==> config.mk <==
export PLATFORM = sky130hd
export DESIGN_NAME = one_wire_bus_master_flat
export DESIGN_NICKNAME = d
export VERILOG_FILES = /design/src/rtl/core/owbm_pkg.sv /design/src/rtl/core/owbm_cmd_if.sv /design/src/rtl/core/owbm_res_if.sv /design/src/rtl/core/one_wire_bus_master.sv /design/src/flat_wrapper.sv
export VERILOG_INCLUDE_DIRS = /design/src /design/src/rtl/core
export SDC_FILE = /design/constraint.sdc
export NUM_CORES = 1
export LEC_CHECK = 0
export ABC_AREA = 1
export BUFFER_PORTS_ARGS = -buffer_cell sky130_fd_sc_hd__buf_2
export CELL_PAD_IN_SITES_DETAIL_PLACEMENT = 0
export CELL_PAD_IN_SITES_GLOBAL_PLACEMENT = 1
export CORE_UTILIZATION = 47
export CTS_CLUSTER_SIZE = 30
export DETAILED_ROUTE_END_ITERATION = 12
export GPL_TIMING_DRIVEN = 0
export HOLD_SLACK_MARGIN = 0.08
export PLACE_DENSITY = 0.91
export SYNTH_ARGS = -nofsm -noshare
export SYNTH_HDL_FRONTEND = slang
export SYNTH_SLANG_ARGS = --single-unit
==> constraint.sdc <==
create_clock -name clk -period 6.35 [get_ports clk]
set_input_delay 1.5875 -clock clk [delete_from_list [all_inputs] [get_ports clk]]
set_output_delay 1.5875 -clock clk [all_outputs]
set_load 0.05 [all_outputs]
==> src/rtl/core/assert_macros.svh <==
// Assertion helpers shared by the core RTL.
// Both expect clk and rst_n in scope.
`ifndef ASSERT_MACROS_SVH
`define ASSERT_MACROS_SVH

// Check a property on every clock edge outside reset.
`define OWBM_ASSERT(label, prop, msg) \
    label: assert property (@(posedge clk) disable iff (!rst_n) (prop)) else $error(msg);

// Check that a condition leads to a consequence on the next clock.
`define OWBM_ASSERT_NEXT(label, cond, conseq, msg) \
    label: assert property (@(posedge clk) disable iff (!rst_n) (cond) |=> (conseq)) \
        else $error(msg);

`endif

==> src/rtl/core/owbm_pkg.sv <==
package owbm_pkg;

    localparam int NUM_REGS = 8;
    localparam int REG_W    = 10;
    localparam int IDX_W    = 3;

    // Command codes carried in func
    typedef enum logic [1:0] {
        FUNC_TICK  = 2'd0,
        FUNC_RESET = 2'd1,
        FUNC_WRITE = 2'd2,
        FUNC_READ  = 2'd3
    } func_t;

    // Sequence phases
    typedef enum logic [3:0] {
        PH_IDLE      = 4'd0,
        PH_RST_LOW   = 4'd1,
        PH_RST_WAIT  = 4'd2,
        PH_RST_TAIL  = 4'd3,
        PH_WR_FIRST  = 4'd4,
        PH_WR_SECOND = 4'd5,
        PH_RD_LOW    = 4'd6,
        PH_RD_WAIT   = 4'd7,
        PH_RD_TAIL   = 4'd8
    } phase_t;

    // Timing register indexes
    localparam logic [IDX_W-1:0] REG_RESET_LOW    = 3'd0;
    localparam logic [IDX_W-1:0] REG_PRES_WAIT    = 3'd1;
    localparam logic [IDX_W-1:0] REG_RESET_TAIL   = 3'd2;
    localparam logic [IDX_W-1:0] REG_SLOT_LONG    = 3'd3;
    localparam logic [IDX_W-1:0] REG_SLOT_SHORT   = 3'd4;
    localparam logic [IDX_W-1:0] REG_READ_LOW     = 3'd5;
    localparam logic [IDX_W-1:0] REG_READ_SAMPLE  = 3'd6;
    localparam logic [IDX_W-1:0] REG_READ_TAIL    = 3'd7;

    typedef logic [REG_W-1:0] timing_t;

    localparam timing_t REG_RESET_VALS [NUM_REGS] = '{
        10'd480, 10'd70, 10'd410, 10'd65, 10'd10, 10'd5, 10'd5, 10'd55
    };

    localparam logic [2:0] LAST_BIT       = 3'd7;
    localparam logic [1:0] PRESENCE_SCORE = 2'd2;

endpackage

==> src/rtl/core/owbm_cmd_if.sv <==
interface owbm_cmd_if;
    logic       valid;
    logic       ready;
    logic [1:0] func;
    logic [7:0] wr_byte;
    logic       line_in;

    modport source (output valid, output func, output wr_byte, output line_in, input ready);
    modport sink   (input valid, input func, input wr_byte, input line_in, output ready);
endinterface

==> src/rtl/core/owbm_res_if.sv <==
interface owbm_res_if;
    logic       valid;
    logic       ready;
    logic       drive_low;
    logic       busy_res;
    logic       done_res;
    logic       presence;
    logic [7:0] rd_byte;

    modport source (output valid, output drive_low, output busy_res, output done_res,
                    output presence, output rd_byte, input ready);
    modport sink   (input valid, input drive_low, input busy_res, input done_res,
                    input presence, input rd_byte, output ready);
endinterface

==> src/rtl/core/one_wire_bus_master.sv <==
// Channel   | Dir | Payload                                        | Handshake
// cmd       | in  | func, wr_byte, line_in                         | valid/ready
// result    | out | drive_low, busy_res, done_res, presence, rd_byte | valid/ready
// cfg       | in  | cfg_index, cfg_data                            | cfg_we only
//
// Each command or tick transaction yields one result, registered in the cycle after acceptance.
// Throughput is one transaction per cycle while result.ready stays high, set by the single result register.
// cmd.ready drops only while a result is held and result.ready is low.
// Reset puts the sequencer in idle, releases the bus and loads default timings.
module one_wire_bus_master #(
    parameter int COUNT_WIDTH = 10
) (
    input  logic                              clk,
    input  logic                              rst_n,
    input  logic                              cfg_we,
    input  logic [owbm_pkg::IDX_W-1:0]        cfg_index,
    input  logic [owbm_pkg::REG_W-1:0]        cfg_data,
    owbm_cmd_if.sink                          cmd,
    owbm_res_if.source                        result
);
    import owbm_pkg::*;

    `include "assert_macros.svh"

    timing_t                cfg_reg [NUM_REGS];
    phase_t                 phase_reg, phase_next;
    logic [COUNT_WIDTH-1:0] tick_reg, tick_next;
    logic [2:0]             bit_reg, bit_next;
    logic [7:0]             shift_reg, shift_next;
    logic [1:0]             score_reg, score_next;
    logic                   drive_reg, drive_next;

    logic                   res_valid_reg;
    logic                   res_drive_reg, res_busy_reg, res_done_reg, res_pres_reg;
    logic [7:0]             res_rd_reg;

    logic                   cmd_fire;
    logic                   cur_bit;
    timing_t                len_sel;
    logic [COUNT_WIDTH-1:0] len;
    logic                   done_c, pres_c;
    logic [7:0]             rd_c;

    assign cmd.ready = !res_valid_reg || result.ready;
    assign cmd_fire  = cmd.valid && cmd.ready;
    assign cur_bit   = shift_reg[bit_reg];

    // Store timing registers
    always_ff @(posedge clk or negedge rst_n)
    begin
        if (!rst_n)
        begin
            for (int i = 0; i < NUM_REGS; i++)
            begin
                cfg_reg[i] <= REG_RESET_VALS[i];
            end
        end
        else if (cfg_we)
        begin
            cfg_reg[cfg_index] <= cfg_data;
        end
    end

    // Select the duration of the current phase
    always_comb
    begin
        unique case (phase_reg)
            PH_RST_LOW:   len_sel = cfg_reg[REG_RESET_LOW];
            PH_RST_WAIT:  len_sel = cfg_reg[REG_PRES_WAIT];
            PH_RST_TAIL:  len_sel = cfg_reg[REG_RESET_TAIL];
            PH_WR_FIRST:  len_sel = cur_bit ? cfg_reg[REG_SLOT_SHORT] : cfg_reg[REG_SLOT_LONG];
            PH_WR_SECOND: len_sel = cur_bit ? cfg_reg[REG_SLOT_LONG] : cfg_reg[REG_SLOT_SHORT];
            PH_RD_LOW:    len_sel = cfg_reg[REG_READ_LOW];
            PH_RD_WAIT:   len_sel = cfg_reg[REG_READ_SAMPLE];
            PH_RD_TAIL:   len_sel = cfg_reg[REG_READ_TAIL];
            default:      len_sel = '0;
        endcase
    end

    // Durations wrap to the counter width
    assign len = COUNT_WIDTH'(len_sel);

    // Advance the sequencer on each accepted transaction
    always_comb
    begin
        phase_next = phase_reg;
        tick_next  = tick_reg;
        bit_next   = bit_reg;
        shift_next = shift_reg;
        score_next = score_reg;
        drive_next = drive_reg;
        done_c     = 1'b0;
        pres_c     = 1'b0;
        rd_c       = '0;
        if (cmd_fire)
        begin
            if (func_t'(cmd.func) != FUNC_TICK)
            begin
                // Start a sequence only from idle; drop commands while busy
                if (phase_reg == PH_IDLE)
                begin
                    tick_next  = '0;
                    bit_next   = '0;
                    score_next = '0;
                    drive_next = 1'b1;
                    unique case (func_t'(cmd.func))
                        FUNC_RESET:
                        begin
                            phase_next = PH_RST_LOW;
                            shift_next = '0;
                        end
                        FUNC_WRITE:
                        begin
                            phase_next = PH_WR_FIRST;
                            shift_next = cmd.wr_byte;
                        end
                        default:
                        begin
                            phase_next = PH_RD_LOW;
                            shift_next = '0;
                        end
                    endcase
                end
            end
            else if (phase_reg != PH_IDLE)
            begin
                if (tick_reg != len)
                begin
                    tick_next = tick_reg + 1'b1;
                end
                else
                begin
                    tick_next = '0;
                    unique case (phase_reg)
                        PH_RST_LOW:
                        begin
                            drive_next = 1'b0;
                            phase_next = PH_RST_WAIT;
                        end
                        PH_RST_WAIT:
                        begin
                            if (!cmd.line_in)
                            begin
                                score_next = score_reg + 1'b1;
                            end
                            phase_next = PH_RST_TAIL;
                        end
                        PH_RST_TAIL:
                        begin
                            if (cmd.line_in)
                            begin
                                score_next = score_reg + 1'b1;
                            end
                            done_c     = 1'b1;
                            pres_c     = (score_next == PRESENCE_SCORE);
                            phase_next = PH_IDLE;
                        end
                        PH_WR_FIRST:
                        begin
                            drive_next = 1'b0;
                            phase_next = PH_WR_SECOND;
                        end
                        PH_WR_SECOND:
                        begin
                            if (bit_reg == LAST_BIT)
                            begin
                                done_c     = 1'b1;
                                phase_next = PH_IDLE;
                            end
                            else
                            begin
                                bit_next   = bit_reg + 1'b1;
                                drive_next = 1'b1;
                                phase_next = PH_WR_FIRST;
                            end
                        end
                        PH_RD_LOW:
                        begin
                            drive_next = 1'b0;
                            phase_next = PH_RD_WAIT;
                        end
                        PH_RD_WAIT:
                        begin
                            if (cmd.line_in)
                            begin
                                shift_next[bit_reg] = 1'b1;
                            end
                            phase_next = PH_RD_TAIL;
                        end
                        PH_RD_TAIL:
                        begin
                            if (bit_reg == LAST_BIT)
                            begin
                                done_c     = 1'b1;
                                rd_c       = shift_reg;
                                phase_next = PH_IDLE;
                            end
                            else
                            begin
                                bit_next   = bit_reg + 1'b1;
                                drive_next = 1'b1;
                                phase_next = PH_RD_LOW;
                            end
                        end
                        default:
                        begin
                            phase_next = PH_IDLE;
                        end
                    endcase
                    // Release the bus whenever the sequence ends
                    if (phase_next == PH_IDLE)
                    begin
                        drive_next = 1'b0;
                    end
                end
            end
        end
    end

    // Hold sequencer state
    always_ff @(posedge clk or negedge rst_n)
    begin
        if (!rst_n)
        begin
            phase_reg <= PH_IDLE;
            tick_reg  <= '0;
            bit_reg   <= '0;
            shift_reg <= '0;
            score_reg <= '0;
            drive_reg <= 1'b0;
        end
        else
        begin
            phase_reg <= phase_next;
            tick_reg  <= tick_next;
            bit_reg   <= bit_next;
            shift_reg <= shift_next;
            score_reg <= score_next;
            drive_reg <= drive_next;
        end
    end

    // Result valid flag
    always_ff @(posedge clk or negedge rst_n)
    begin
        if (!rst_n)
        begin
            res_valid_reg <= 1'b0;
        end
        else if (cmd_fire)
        begin
            res_valid_reg <= 1'b1;
        end
        else if (result.ready)
        begin
            res_valid_reg <= 1'b0;
        end
    end

    // Load result payload on each accepted transaction
    always_ff @(posedge clk)
    begin
        if (cmd_fire)
        begin
            res_drive_reg <= drive_next;
            res_busy_reg  <= (phase_next != PH_IDLE);
            res_done_reg  <= done_c;
            res_pres_reg  <= pres_c;
            res_rd_reg    <= rd_c;
        end
    end

    assign result.valid     = res_valid_reg;
    assign result.drive_low = res_drive_reg;
    assign result.busy_res  = res_busy_reg;
    assign result.done_res  = res_done_reg;
    assign result.presence  = res_pres_reg;
    assign result.rd_byte   = res_rd_reg;

    `OWBM_ASSERT(a_idle_released, (phase_reg != PH_IDLE) || (!drive_reg && tick_reg == '0), "bus driven or counter running while idle")
    `OWBM_ASSERT(a_done_released, !(result.valid && result.done_res) || (!result.busy_res && !result.drive_low), "done result still busy or driving")
    `OWBM_ASSERT_NEXT(a_start_busy, cmd_fire && phase_reg == PH_IDLE && cmd.func != FUNC_TICK, phase_reg != PH_IDLE && drive_reg, "command from idle did not start a sequence")
    `OWBM_ASSERT_NEXT(a_result_follows, cmd_fire, result.valid, "accepted transaction produced no result")

endmodule
==> src/flat_wrapper.sv <==
// flat-port wrapper written by rule: the top's interface ports become plain ports
module one_wire_bus_master_flat import owbm_pkg::*;
#(
    parameter int COUNT_WIDTH = 10
)
  (clk, rst_n, cfg_we, cfg_index, cfg_data, cmd_valid, cmd_func, cmd_wr_byte, cmd_line_in, cmd_ready, result_valid, result_drive_low, result_busy_res, result_done_res, result_presence, result_rd_byte, result_ready);
  owbm_cmd_if cmd_i ();
  owbm_res_if result_i ();
  input  logic clk;
  input  logic rst_n;
  input  logic cfg_we;
  input  logic [owbm_pkg::IDX_W-1:0] cfg_index;
  input  logic [owbm_pkg::REG_W-1:0] cfg_data;
  input wire logic [$bits(cmd_i.valid)-1:0] cmd_valid;
  input wire logic [$bits(cmd_i.func)-1:0] cmd_func;
  input wire logic [$bits(cmd_i.wr_byte)-1:0] cmd_wr_byte;
  input wire logic [$bits(cmd_i.line_in)-1:0] cmd_line_in;
  output wire logic [$bits(cmd_i.ready)-1:0] cmd_ready;
  output wire logic [$bits(result_i.valid)-1:0] result_valid;
  output wire logic [$bits(result_i.drive_low)-1:0] result_drive_low;
  output wire logic [$bits(result_i.busy_res)-1:0] result_busy_res;
  output wire logic [$bits(result_i.done_res)-1:0] result_done_res;
  output wire logic [$bits(result_i.presence)-1:0] result_presence;
  output wire logic [$bits(result_i.rd_byte)-1:0] result_rd_byte;
  input wire logic [$bits(result_i.ready)-1:0] result_ready;
  assign cmd_i.valid = cmd_valid;
  assign cmd_i.func = cmd_func;
  assign cmd_i.wr_byte = cmd_wr_byte;
  assign cmd_i.line_in = cmd_line_in;
  assign cmd_ready = cmd_i.ready;
  assign result_valid = result_i.valid;
  assign result_drive_low = result_i.drive_low;
  assign result_busy_res = result_i.busy_res;
  assign result_done_res = result_i.done_res;
  assign result_presence = result_i.presence;
  assign result_rd_byte = result_i.rd_byte;
  assign result_i.ready = result_ready;
  one_wire_bus_master #(.COUNT_WIDTH(COUNT_WIDTH)) u_core (.clk(clk), .rst_n(rst_n), .cfg_we(cfg_we), .cfg_index(cfg_index), .cfg_data(cfg_data), .cmd(cmd_i), .result(result_i));
endmodule
Word-level counts from Yosys, hierarchy flattened
Index checks and enable logic that the tools add are counted.

Magnitude comparators: 4. Reduce and logical (&&, ||, !) cells: 25. Bitwise gates (word level): 6. Equal/unequal tests: 17. Mux-type cells: 64. $add $sub $neg: 3.

Operator list (count): bitwise mux 80 bit (1); one-hot mux 10 bit (8 select lines) (1); two-way mux 10 bit (7); two-way mux 8 bit (7); two-way mux 4 bit (9); demux 10 bit (select 3 bit) (1); one-hot mux 4 bit (7 select lines) (1); two-way mux 3 bit (8); two-way mux 2 bit (11); AND reduction 6 bit (3); equality test 4 x 3 -> 1 bit (second input constant) (4); two-way mux 1 bit (12); nonzero test 2 bit (6); adder 10 x 1 -> 10 bit (second input constant) (1); != test 10 bit (1); equality test 4 x 2 -> 1 bit (second input constant) (2); zero test 4 bit (2); bitwise OR 8 bit (1); nonzero test 4 bit (2); one-hot mux 3 bit (2 select lines) (1); OR reduction 3 bit (2); OR reduction 5 bit (1); equality test 2 bit (second input constant) (2); equality test 4 x 1 -> 1 bit (second input constant) (1); 25 further kinds (32).

Output and inout port bits: 14. Input bits: 29. Logic and storage cells: 139. Register bits: 121.

Depth between registers and ports, before layout
Gate-level depths: netlist of the first run.

Word-level depth: 15. Depth in mapped cells: 24. Mapped depth without buffers: 22.

Least setup slack after synthesis of the first run
Ideal clock, no wire load.

Path kind: input -> register. From: input port result_ready. To: register u_core.shift_reg[3]. Cell stages on the path: 10. Slack: 2.712 ns. Buffers on the path: 2. Required time: 6.226 ns. Data arrival time: 3.514 ns. Library setup time: 0.124 ns. Cell sequence: inv_1 > nand2_1 > nand2_1 > clkbuf_1 > inv_1 > a41oi_1 > nor2_8 > buf_8 > nor2_2 > a21oi_2.

Longest elaborated chain between the ends: 3.

Ends and longest elaborated chain: from (decl) (line flat_wrapper.sv:25) `input wire logic [$bits(result_i.ready)-1:0] result_ready;`; logical OR 1 bit (line one_wire_bus_master.sv:44) `assign cmd.ready = !res_valid_reg || result.ready;`; net cmd_ready (line flat_wrapper.sv:18) `output wire logic [$bits(cmd_i.ready)-1:0] cmd_ready;`; logical AND 1 bit (line one_wire_bus_master.sv:45) `assign cmd_fire = cmd.valid && cmd.ready;`; net u_core.cmd_fire (line one_wire_bus_master.sv:37) `logic cmd_fire;`; AND reduction 6 bit (no line); to (signal assigned) (line one_wire_bus_master.sv:237) `shift_reg <= shift_next;`; to (decl) (line one_wire_bus_master.sv:29) `logic [7:0] shift_reg, shift_next;`.

The timed path passes the listed nets, and every way through them passes these cells. A chain may end at the register's enable or synchronous reset.

Worst setup path after layout of the first run
From: input port result_ready. To: output port cmd_ready.

Longest elaborated chain between the ends: 1.

Ends and longest elaborated chain (line): logical OR 1 bit (one_wire_bus_master.sv:44); to (decl) (flat_wrapper.sv:18).

Every way passes these cells.

==> impl_metrics.env, run 1 <==
export IMPL_io_pins=43
export IMPL_antenna_cells=0
export IMPL_grt_pass1_vias=5440
export IMPL_synth_cell_area_um2=6440
export IMPL_r2r_end="u_core.result.done_res"
export IMPL_required_ps=4760
export IMPL_place_congestion=0.805
export IMPL_largest_reg_flops=80
export IMPL_place_inst=1038
export IMPL_final_nets=917
export IMPL_io_buffers=42
export IMPL_cts_root_buf="clkbuf_16"
export IMPL_netlist_instances=819
export IMPL_layout_commonest_cell="nand2_1"
export IMPL_p_per_area_nw_per_um2=422
export IMPL_crit_reg2reg_launch="u_core.bit_reg[0]"
export IMPL_ys_types=42
export IMPL_crit_family="buffers and inverters"
export IMPL_grtUsageMet2_pct=42.9
export IMPL_die_w_um=119
export IMPL_finClkSkew_ps=5.32
export IMPL_synth_seq_area_share_pct=48.4
export IMPL_grt_total_usage_pct=24.9
export IMPL_synth_async_reset_ratio_pct=90.1
export IMPL_slew_headroom_pct=52.0
export IMPL_ff2ff_setup_slack_ps=3420
export IMPL_crit_fanout=3
export IMPL_holdBufCountCts=0
export IMPL_hp_class="register to register"
export IMPL_antenna_left=0
export IMPL_finalNonFillerCells=1070
export IMPL_antenna_found_initial=0
export IMPL_grt_max_degree=58
export IMPL_totalPowerFinal_mw=3.15
export IMPL_grt_first_pass_wirelength_um=26800
export IMPL_area_delta_synth_final_pct=16.0
export IMPL_cp_depth=4
export IMPL_arrival_ps=2040
export IMPL_drv_cap=0
export IMPL_ys_flop_type="dfrtp_1"
export IMPL_initial_core_util_pct=48.5
export IMPL_min_period_ps=3620
export IMPL_dp_hpwl_um=11700
export IMPL_synth_seq_cells=121
export IMPL_routed_wl_um=16300
export IMPL_fmax_mhz=276
export IMPL_synth_edf_count=12
export IMPL_clock_latency_ps=420
export IMPL_max_stage_delay_ps=270
export IMPL_cts_resized=0
export IMPL_avgSynthCellArea_um2=7.87
export IMPL_avgRoutedWirePerCell_um=15.2
export IMPL_rsz0062_at_grt="false"
export IMPL_worstMarginPinSlew_ps=720
export IMPL_clock_path_buffers=2
export IMPL_critPathKind="primary input to output pin"
export IMPL_drc_errors=0
export IMPL_first_pass_iters=5
export IMPL_n_fill_cell=1257
export IMPL_via_count=5512
export IMPL_post_cts_buffers=0
export IMPL_routed_via_density=5.15
export IMPL_cts_buffers=17
export IMPL_cts_htree_levels=4
export IMPL_setup_viol=0
export IMPL_r2r_cells=16
export IMPL_irDropWorstVdd_mv=0.232
export IMPL_gr_usage_met1_pct=29.5
export IMPL_yosys_warnings=0
export IMPL_crit_start="result_ready"
export IMPL_die_y_um=119
export IMPL_period_share_pct=57.1
export IMPL_crit_path_cell_trace="buf_2, inv_1, nand2_1, buf_2"
export IMPL_critical_path_endpoint="cmd_ready"
export IMPL_finalHoldViolations=0
export IMPL_cts_tree="done"
export IMPL_clk_pin_slew_ps=50
export IMPL_die_area_um2=14200
export IMPL_power_leakage_nw=3.56
export IMPL_crit_slowest_cell="buf_2"
export IMPL_setup_tns_ps=0
export IMPL_layout_common_cells="nand2_1 (255), o21ai_0 (95), dfrtp_1 (84)"
export IMPL_slew_viol_final=0
export IMPL_cts_num_sinks=121
export IMPL_path_buf_inv=3
export IMPL_busiest_layer="met2"
export IMPL_crit_path_start_kind="primary input"
export IMPL_holdPathStages=2
export IMPL_grt_ovfl_total=0
export IMPL_fp_row_count=42
export IMPL_drt_initial_drc_count=320
export IMPL_outcome="finished, final reports clean"
export IMPL_worstSetupEndpointType="output pin"
export IMPL_core_area_um2=13300
export IMPL_path_common_cell="buf_2"
export IMPL_syn_nets=855
export IMPL_met3_usage_pct=5.56
export IMPL_drive_above_1_share_pct=17.8
[cell usage after synthesis (all sizes together) (12+ instances only)]
library cell | number | area (um2)
nand2 | 263 | 1020
o21ai | 102 | 514
inv | 93 | 357
dfrtp | 84 | 2100
nor2 | 67 | 339
nand3 | 58 | 313
dfstp | 25 | 657
clkbuf | 18 | 67.6
a21oi | 15 | 82.6
nor3 | 15 | 96.4
buf | 14 | 118
nand4 | 13 | 81.3
edfxtp | 12 | 360
[metrics by stage]
step                      worst slack [ps]  util (%)  cell area [um2]  hold slack (ps)
final                                 2730      56.2             7470              482
after global routing                  2640      56.2             7470              506
after CTS                             2730      56.2             7470              488
after detailed placement              2550      51.9             6900              473
after global placement                2390      51.7             6870              466
after floorplan                       2710         -             6440              453
[metal layers]
layer	vias to the layer above	share of wire (%)
li1	2796	-
met1	2569	43
met2	118	50
met3	29	4.1
met4	0	2.8
met5	-	0
[kinds of logic after synthesis]
| kind of cell | Yosys count | share of synthesized area [%] |
|---|---|---|
| adders and majority gates | 7 | 1.36 |
| and+or+nand+nor | 422 | 29.3 |
| xor gates and xnor gates | 6 | 0.816 |
| DFF | 121 | 48.4 |
| AOI/OAI and AO/OA | 138 | 11.7 |
| buffers and inverters | 125 | 8.41 |
[worst min-delay path by stage]
stage | start | end
6_report | u_core.cfg_reg[60] | u_core.cfg_reg[60]
5_1_grt | u_core.cfg_reg[54] | u_core.cfg_reg[54]
4_1_cts | u_core.cfg_reg[45] | u_core.cfg_reg[45]
3_5_place_dp | u_core.cfg_reg[45] | u_core.cfg_reg[45]
3_3_place_gp | u_core.cfg_reg[50] | u_core.cfg_reg[50]
2_1_floorplan | u_core.cfg_reg[30] | u_core.cfg_reg[30]
[power by group]
part,internal [mW],total (mW),switching (mW),leakage (nW)
Sequential,0.963,1.07,0.105,1.43
Clock,0.563,0.931,0.369,0.279
Combinational,0.395,1.15,0.757,1.85
Total,1.92,3.15,1.23,3.56
[final cells by class]
class                   instances  area (um2)  area share (%)
inverters                      93         357            4.77
repair buffers                 43         240            3.21
multi-input cells             573        2780            37.2
clock buffers                  20         457            6.11
flip-flops and latches        121        3120            41.7
plain buffers                  32         185            2.48
clock inverters                12         113            1.51
well taps                     176         220            2.95
[tightest hold or removal path, stage by stage, from the launching register on]
cell,delay [ps]
dfrtp_1,340
nand2_1,50
o21ai_0,50
No activity file was read; power rests on OpenSTA's default activity.
==> inputs of run 2 (changes only) <==
Settings changed: ABC_AREA 1 to 0, PLACE_DENSITY 0.91 to 0.86.
Clock period 6.35 ns to 3.7 ns, I/O delays scaled along.
==> run 2 against run 1 <==
Via count shrank 13%. Clock skew grew 6.3 ps. Sequential share of layout area shrank 1.3 points. Cell count shrank 23%. Worst hold slack gained 16 ps. Design area grew 3.1%. Synthesized cell count shrank 32%. Wire length shrank 3.6%. Clock power grew 73%. Critical path depth grew 11. Die area is essentially flat. Total power grew 60%. Critical endpoint is now u_core.tick_reg[9].
==> impl_metrics.env, run 2 <==
export IMPL_outcome="finished, final reports clean"
export IMPL_drt_initial_drc_count=292
export IMPL_antenna_left=0
export IMPL_first_pass_iters=5
export IMPL_critPathKind="register to register"
export IMPL_p_per_area_nw_per_um2=653
export IMPL_largest_reg_flops=80
export IMPL_yosysMostFrequentCell="dfrtp_1"
export IMPL_synth_cell_area_um2=6440
export IMPL_synth_adder_area_share_pct=1.36
export IMPL_ys_types=69
export IMPL_internal_power_mw=3.42
export IMPL_place_congestion=0.849
export IMPL_routed_via_density=5.84
export IMPL_netSwitchingFraction_pct=32.1
export IMPL_crit_slowest_cell="or4_4"
export IMPL_routed_wl_um=15700
export IMPL_min_period_ps=3580
export IMPL_ys_flop_type="dfrtp_1"
export IMPL_fmax_mhz=279
export IMPL_arrival_ps=3890
export IMPL_clock_latency_ps=430
export IMPL_cts_buffers=17
export IMPL_synth_xor_xnor_area_share_pct=1.90
export IMPL_design_area_um2=7710
export IMPL_pwr_share_seq_pct=36.1
export IMPL_ff2ff_setup_slack_ps=120
export IMPL_cts_htree_levels=4
export IMPL_grt_first_pass_wirelength_um=25100
export IMPL_antenna_cells=0
export IMPL_finalNonFillerCells=824
export IMPL_via_count=4816
export IMPL_place_inst=778
export IMPL_crit_fanout=10
export IMPL_avgSynthCellArea_um2=11.5
export IMPL_place_area_um2=6900
export IMPL_period_share_pct=96.7
export IMPL_power_leakage_nw=3.29
export IMPL_finalHoldViolations=0
export IMPL_holdBufCountCts=0
export IMPL_layout_commonest_cell="dfrtp_1"
export IMPL_grt_total_usage_pct=23.4
export IMPL_netlist_instances=561
export IMPL_synth_common_cells="dfrtp_1 (84), mux2_2 (83), nor2_1 (36)"
export IMPL_cp_depth=15
export IMPL_crit_path_cell_trace="buf_6, nor2b_4, a22oi_2, buf_4, a21oi_2, or2_4, a221oi_4, xnor2_1, or4_4, buf_6, nor2_4, buf_6, nand4_1, buf_4, and3_1"
export IMPL_path_common_cell="buf_6"
export IMPL_drive_above_1_share_pct=38.1
export IMPL_synth_seq_cells=121
export IMPL_required_ps=4010
export IMPL_io_buffers=40
export IMPL_io_pins=43
export IMPL_pwr_share_clk_pct=32.0
export IMPL_drc_errors=0
export IMPL_hp_class="primary input to async pin"
export IMPL_n_fill_cell=1116
export IMPL_synth_edf_count=12
export IMPL_antenna_found_initial=0
export IMPL_avgRoutedWirePerCell_um=19.0
export IMPL_die_y_um=119
export IMPL_synthTopCellsByArea="dfrtp_1 (33%), mux2_2 (15%), dfstp_2 (10%), edfxtp_1 (5.6%), mux2i_1 (2.5%)"
export IMPL_layout_common_cells="dfrtp_1 (84), mux2_2 (83), buf_2 (48)"
export IMPL_synth_largest_area_cell="dfrtp_1"
export IMPL_die_w_um=119
export IMPL_grt_pass1_vias=4850
export IMPL_max_stage_delay_ps=480
export IMPL_yosys_warnings=0
export IMPL_fp_row_count=42
export IMPL_synth_compound_area_share_pct=11.9
export IMPL_grt_max_degree=70
export IMPL_p_comb_share_pct=31.9
export IMPL_p_sw_mw=1.61
export IMPL_r2r_cells=15
export IMPL_slew_headroom_pct=28.5
export IMPL_crit_family="simple AND/OR/NAND/NOR gates"
export IMPL_synth_top_area_share_pct=32.6
export IMPL_worstMarginPinSlew_ps=1070
export IMPL_drv_cap=0
export IMPL_setup_tns_ps=0
export IMPL_worstSetupEndpointType="register"
export IMPL_area_delta_synth_final_pct=19.6
export IMPL_synth_mux_area_share_pct=18.6
export IMPL_synth_seq_area_share_pct=48.4
export IMPL_cts_tree="done"
export IMPL_path_buf_inv=5
export IMPL_setup_viol=0
export IMPL_dp_hpwl_um=10800
export IMPL_initial_core_util_pct=48.4
export IMPL_finClkSkew_ps=11.7
export IMPL_synth_simple_area_share_pct=14.7
export IMPL_synth_top_family_by_area="multiplexers"
export IMPL_clk_pin_slew_ps=50
export IMPL_cts_num_sinks=121
export IMPL_clock_path_buffers=2
export IMPL_synth_async_reset_ratio_pct=90.1
export IMPL_irDropWorstVdd_mv=0.403
export IMPL_cts_root_buf="clkbuf_16"
export IMPL_final_nets=671
export IMPL_grt_ovfl_total=0
export IMPL_slew_viol_final=0
export IMPL_crit_path_start_kind="register"
export IMPL_core_area_um2=13300
export IMPL_die_area_um2=14200
export IMPL_syn_nets=597
run 2: cell count changes after synthesis, sizes merged, moves of 19 or more:
cell	delta
nand3	-51
nor2	-30
and3	+19
inv	-85
mux2	+85
o21ai	-84
nand2	-229
run 2: final timing paths:
check | startpoint | endpoint
max | u_core.bit_reg[0] | u_core.tick_reg[9]
min reg2reg | u_core.cfg_reg[11] | u_core.cfg_reg[11]
max reg2reg | u_core.bit_reg[0] | u_core.tick_reg[9]
min in group clk | u_core.cfg_reg[11] | u_core.cfg_reg[11]
min | rst_n | u_core.shift_reg[0]
max in group asynchronous | rst_n | u_core.cfg_reg[75]
run 2: layout make-up:
class | instances | area [um2] | area share (%)
clock buffers | 25 | 518 | 6.72
repair buffers | 56 | 343 | 4.45
plain buffers | 33 | 170 | 2.21
well taps | 176 | 220 | 2.86
inverters | 8 | 30.0 | 0.390
multi-input cells | 398 | 3240 | 42.1
clock inverters | 7 | 62.6 | 0.812
flip-flops and latches | 121 | 3120 | 40.5
run 2: worst register-to-register path, delay by kind of cell, from the launching register on:
kind	cells	cell delay [ps]
xor+xnor	1	100
buf+inv	5	890
flops	1	400
simple gates	6	1350
compound gates	3	740
run 2: metal layers:
layer / share of wire [%] / track usage [%] / vias to the layer above
met4: 2.4 / 8.94 / 0
met1: 44 / 29.4 / 2402
met3: 4.5 / 5.80 / 35
li1: - / - / 2235
met5: 0 / 0 / -
met2: 49 / 38.8 / 144
run 2: stage by stage:
step                      power [mW]  util, %  setup slack, ps  hold WS, ps
after floorplan                 2.83        -              368          473
after global placement          3.19     51.6             -406          483
after detailed placement        3.25     51.9             -535          495
after CTS                       4.91     56.6             9.12          507
after global routing            5.26     58.0            -26.8          515
final                           5.03     58.0              120          497
run 2: kinds of logic (layout without fill, tap and decap cells):
logic type / count (synthesis) / after routing
XOR/XNOR: 14 / 14
buffers and inverters: 42 / 129
AND/OR/NAND/NOR: 172 / 172
flip-flops: 121 / 121
multiplexers: 105 / 105
AO/OA/AOI/OAI: 100 / 100
adder cells (fa/ha/maj): 7 / 7
run 2: power groups by stage:
| stage | sequential, mW | clock, mW | combinational [mW] |
|---|---|---|---|
| global route | 1.85 | 1.69 | 1.72 |
| global placement | 1.80 | 0 | 1.39 |
| CTS | 1.81 | 1.63 | 1.48 |
| finish | 1.81 | 1.61 | 1.61 |
| floorplan | 1.80 | 0 | 1.03 |
| detailed placement | 1.82 | 0 | 1.42 |
run 2: repair_timing:
action	CTS	global route
resized for setup	7	14
endpoints found under the setup margin	40	17
hold endpoints to repair	0	0
buffers inserted	2	13
pin swaps	1	4
==> inputs of run 3 (changes only) <==
Settings changed: RECOVER_POWER set to 50.
==> run 3 against run 2 <==
The flow now finishes with violations (capacitance limit, slew limit). Combinational power hardly changed. First-iteration DRC count stayed put. Sequential cell count stayed put. Clock power hardly changed. Global-route usage stayed put. Cell count stayed put. Setup slack worse by 4.1 ps. Worst hold slack better by 3.9 ps. Wire length hardly changed. Sequential share of layout area is 0.072 points higher. Count of clock-buffer cells in the layout stayed put.
==> impl_metrics.env, run 3 (synthesis gave the netlist of run 2 again) <==
export IMPL_outcome="finished, violations left"
export IMPL_violations="capacitance limit, slew limit"
export IMPL_slew_headroom_pct=-61.7
export IMPL_irDropWorstVdd_mv=0.403
export IMPL_first_pass_iters=5
export IMPL_die_area_um2=14200
export IMPL_design_area_um2=7690
export IMPL_arrival_ps=3890
export IMPL_grt_first_pass_wirelength_um=25100
export IMPL_crit_path_start_kind="register"
export IMPL_drc_errors=0
export IMPL_busiest_layer="met2"
export IMPL_holdBufCountCts=0
export IMPL_crit_path_cell_trace="buf_6, nor2b_4, a22oi_2, buf_4, a21oi_2, or2_4, a221oi_4, xnor2_1, or4_4, buf_6, nor2_4, buf_6, nand4_1, buf_4, and3_1"
export IMPL_dp_slack_ps=-535
export IMPL_max_stage_delay_ps=480
export IMPL_routed_via_density=5.86
export IMPL_routed_wl_um=15700
export IMPL_io_buffers=40
export IMPL_finClkSkew_ps=11.7
export IMPL_place_area_um2=6900
export IMPL_avgRoutedWirePerCell_um=19.0
export IMPL_die_w_um=119
export IMPL_grt_pass1_vias=4850
export IMPL_power_leakage_nw=3.26
export IMPL_gr_usage_met1_pct=29.4
export IMPL_cts_num_sinks=121
export IMPL_core_area_um2=13300
export IMPL_fp_row_count=42
export IMPL_io_pins=43
export IMPL_required_ps=4010
export IMPL_via_count=4831
export IMPL_cts_htree_levels=4
export IMPL_dp_hpwl_um=10800
export IMPL_path_common_cell="buf_6"
export IMPL_area_delta_synth_final_pct=19.4
export IMPL_fmax_mhz=279
export IMPL_layout_common_cells="dfrtp_1 (84), mux2_2 (83), buf_2 (40)"
export IMPL_clock_latency_ps=430
export IMPL_die_y_um=119
export IMPL_grtUsageMet2_pct=38.8
export IMPL_worstMarginPinSlew_ps=2430
export IMPL_holdPathStages=1
export IMPL_place_congestion=0.849
export IMPL_final_nets=671
export IMPL_r2r_cells=15
export IMPL_antenna_left=0
export IMPL_clk_pin_slew_ps=50
export IMPL_critPathKind="register to register"
export IMPL_slew_viol_final=41
export IMPL_cts_buffers=17
export IMPL_layout_commonest_cell="dfrtp_1"
export IMPL_cp_depth=15
export IMPL_min_period_ps=3580
export IMPL_hp_class="register to register"
export IMPL_crit_slowest_cell="or4_4"
export IMPL_antenna_found_initial=0
export IMPL_crit_fanout=10
export IMPL_met3_usage_pct=5.80
export IMPL_drv_cap=1
export IMPL_initial_core_util_pct=48.4
export IMPL_finalHoldViolations=0
export IMPL_clock_path_buffers=2
export IMPL_grt_ovfl_total=0
export IMPL_largest_reg_flops=80
export IMPL_period_share_pct=96.9
export IMPL_fin_ws_ps=116
export IMPL_p_per_area_nw_per_um2=654
export IMPL_drt_initial_drc_count=292
export IMPL_grt_max_degree=70
export IMPL_cts_tree="done"
export IMPL_drive_above_1_share_pct=36.7
export IMPL_cts_root_buf="clkbuf_16"
export IMPL_n_fill_cell=1125
export IMPL_path_buf_inv=5
export IMPL_antenna_cells=0
export IMPL_crit_family="simple AND/OR/NAND/NOR gates"
export IMPL_multi_input_area_um2=3240
export IMPL_setup_viol=0
export IMPL_grt_total_usage_pct=23.4
export IMPL_worstSetupEndpointType="register"
export IMPL_seq_area_um2=3120
-- run 3: cell types whose count changed in the layout (fill, tap and decap cells not counted) --
cell / previous run / this run
buf_4: 16 / 15
buf_2: 48 / 40
clkbuf_1: 17 / 26
-- run 3: worst paths after layout --
kind	startpoint	to	slack (ps)
max	u_core.bit_reg[0]	u_core.tick_reg[9]	120
min	u_core.cfg_reg[11]	u_core.cfg_reg[11]	500
max reg2reg	u_core.bit_reg[0]	u_core.tick_reg[9]	120
min reg2reg	u_core.cfg_reg[11]	u_core.cfg_reg[11]	500
max in group asynchronous	rst_n	u_core.cfg_reg[18]	1070
min in group asynchronous	rst_n	u_core.shift_reg[0]	1240
-- run 3: worst register-to-register path, delay by kind of cell (launching register included) --
kind / cells / cell delay (ps)
and+or+nand+nor: 6 / 1350
buffers and inverters: 5 / 900
AOI/OAI and AO/OA: 3 / 740
DFF: 1 / 400
xor gates and xnor gates: 1 / 100
-- run 3: power by group --
part | switching (mW) | internal (mW)
clock network | 0.578 | 1.03
logic | 0.866 | 0.738
registers | 0.170 | 1.64
total | 1.61 | 3.41
-- run 3: final cells by class --
type                            instances  area share [%]
Buffer                                 33            2.21
Clock buffer                           25            6.73
Clock inverter                          7           0.813
Inverter                                8           0.390
Multi-Input combinational cell        398            42.2
Sequential cell                       121            40.5
Tap cell                              176            2.86
Timing Repair Buffer                   56            4.28
-- run 3: stage by stage --
stage	hold WS, ps	instances	utilization (%)	total power, mW	TNS (ps)
5_1_grt	515	824	57.9	5.26	-91.3
3_5_place_dp	495	778	51.9	3.25	-10680
2_1_floorplan	473	561	-	2.83	0
6_report	501	824	57.9	5.03	0
4_1_cts	507	812	56.6	4.91	0
3_3_place_gp	483	777	51.6	3.19	-6090
-- run 3: layer usage --
metal / wire (um) / share of wire, % / vias to the layer above
met3: 716 / 4.6 / 36
met4: 386 / 2.5 / 0
met2: 7680 / 49 / 141
met5: 0 / 0 / -
li1: - / - / 2236
met1: 6890 / 44 / 2418
-- run 3: what timing repair did --
item,4_1_cts,5_1_grt
buffers inserted,2,13
pin swaps,1,4
setup endpoints to repair,40,17
gates resized for setup,7,14
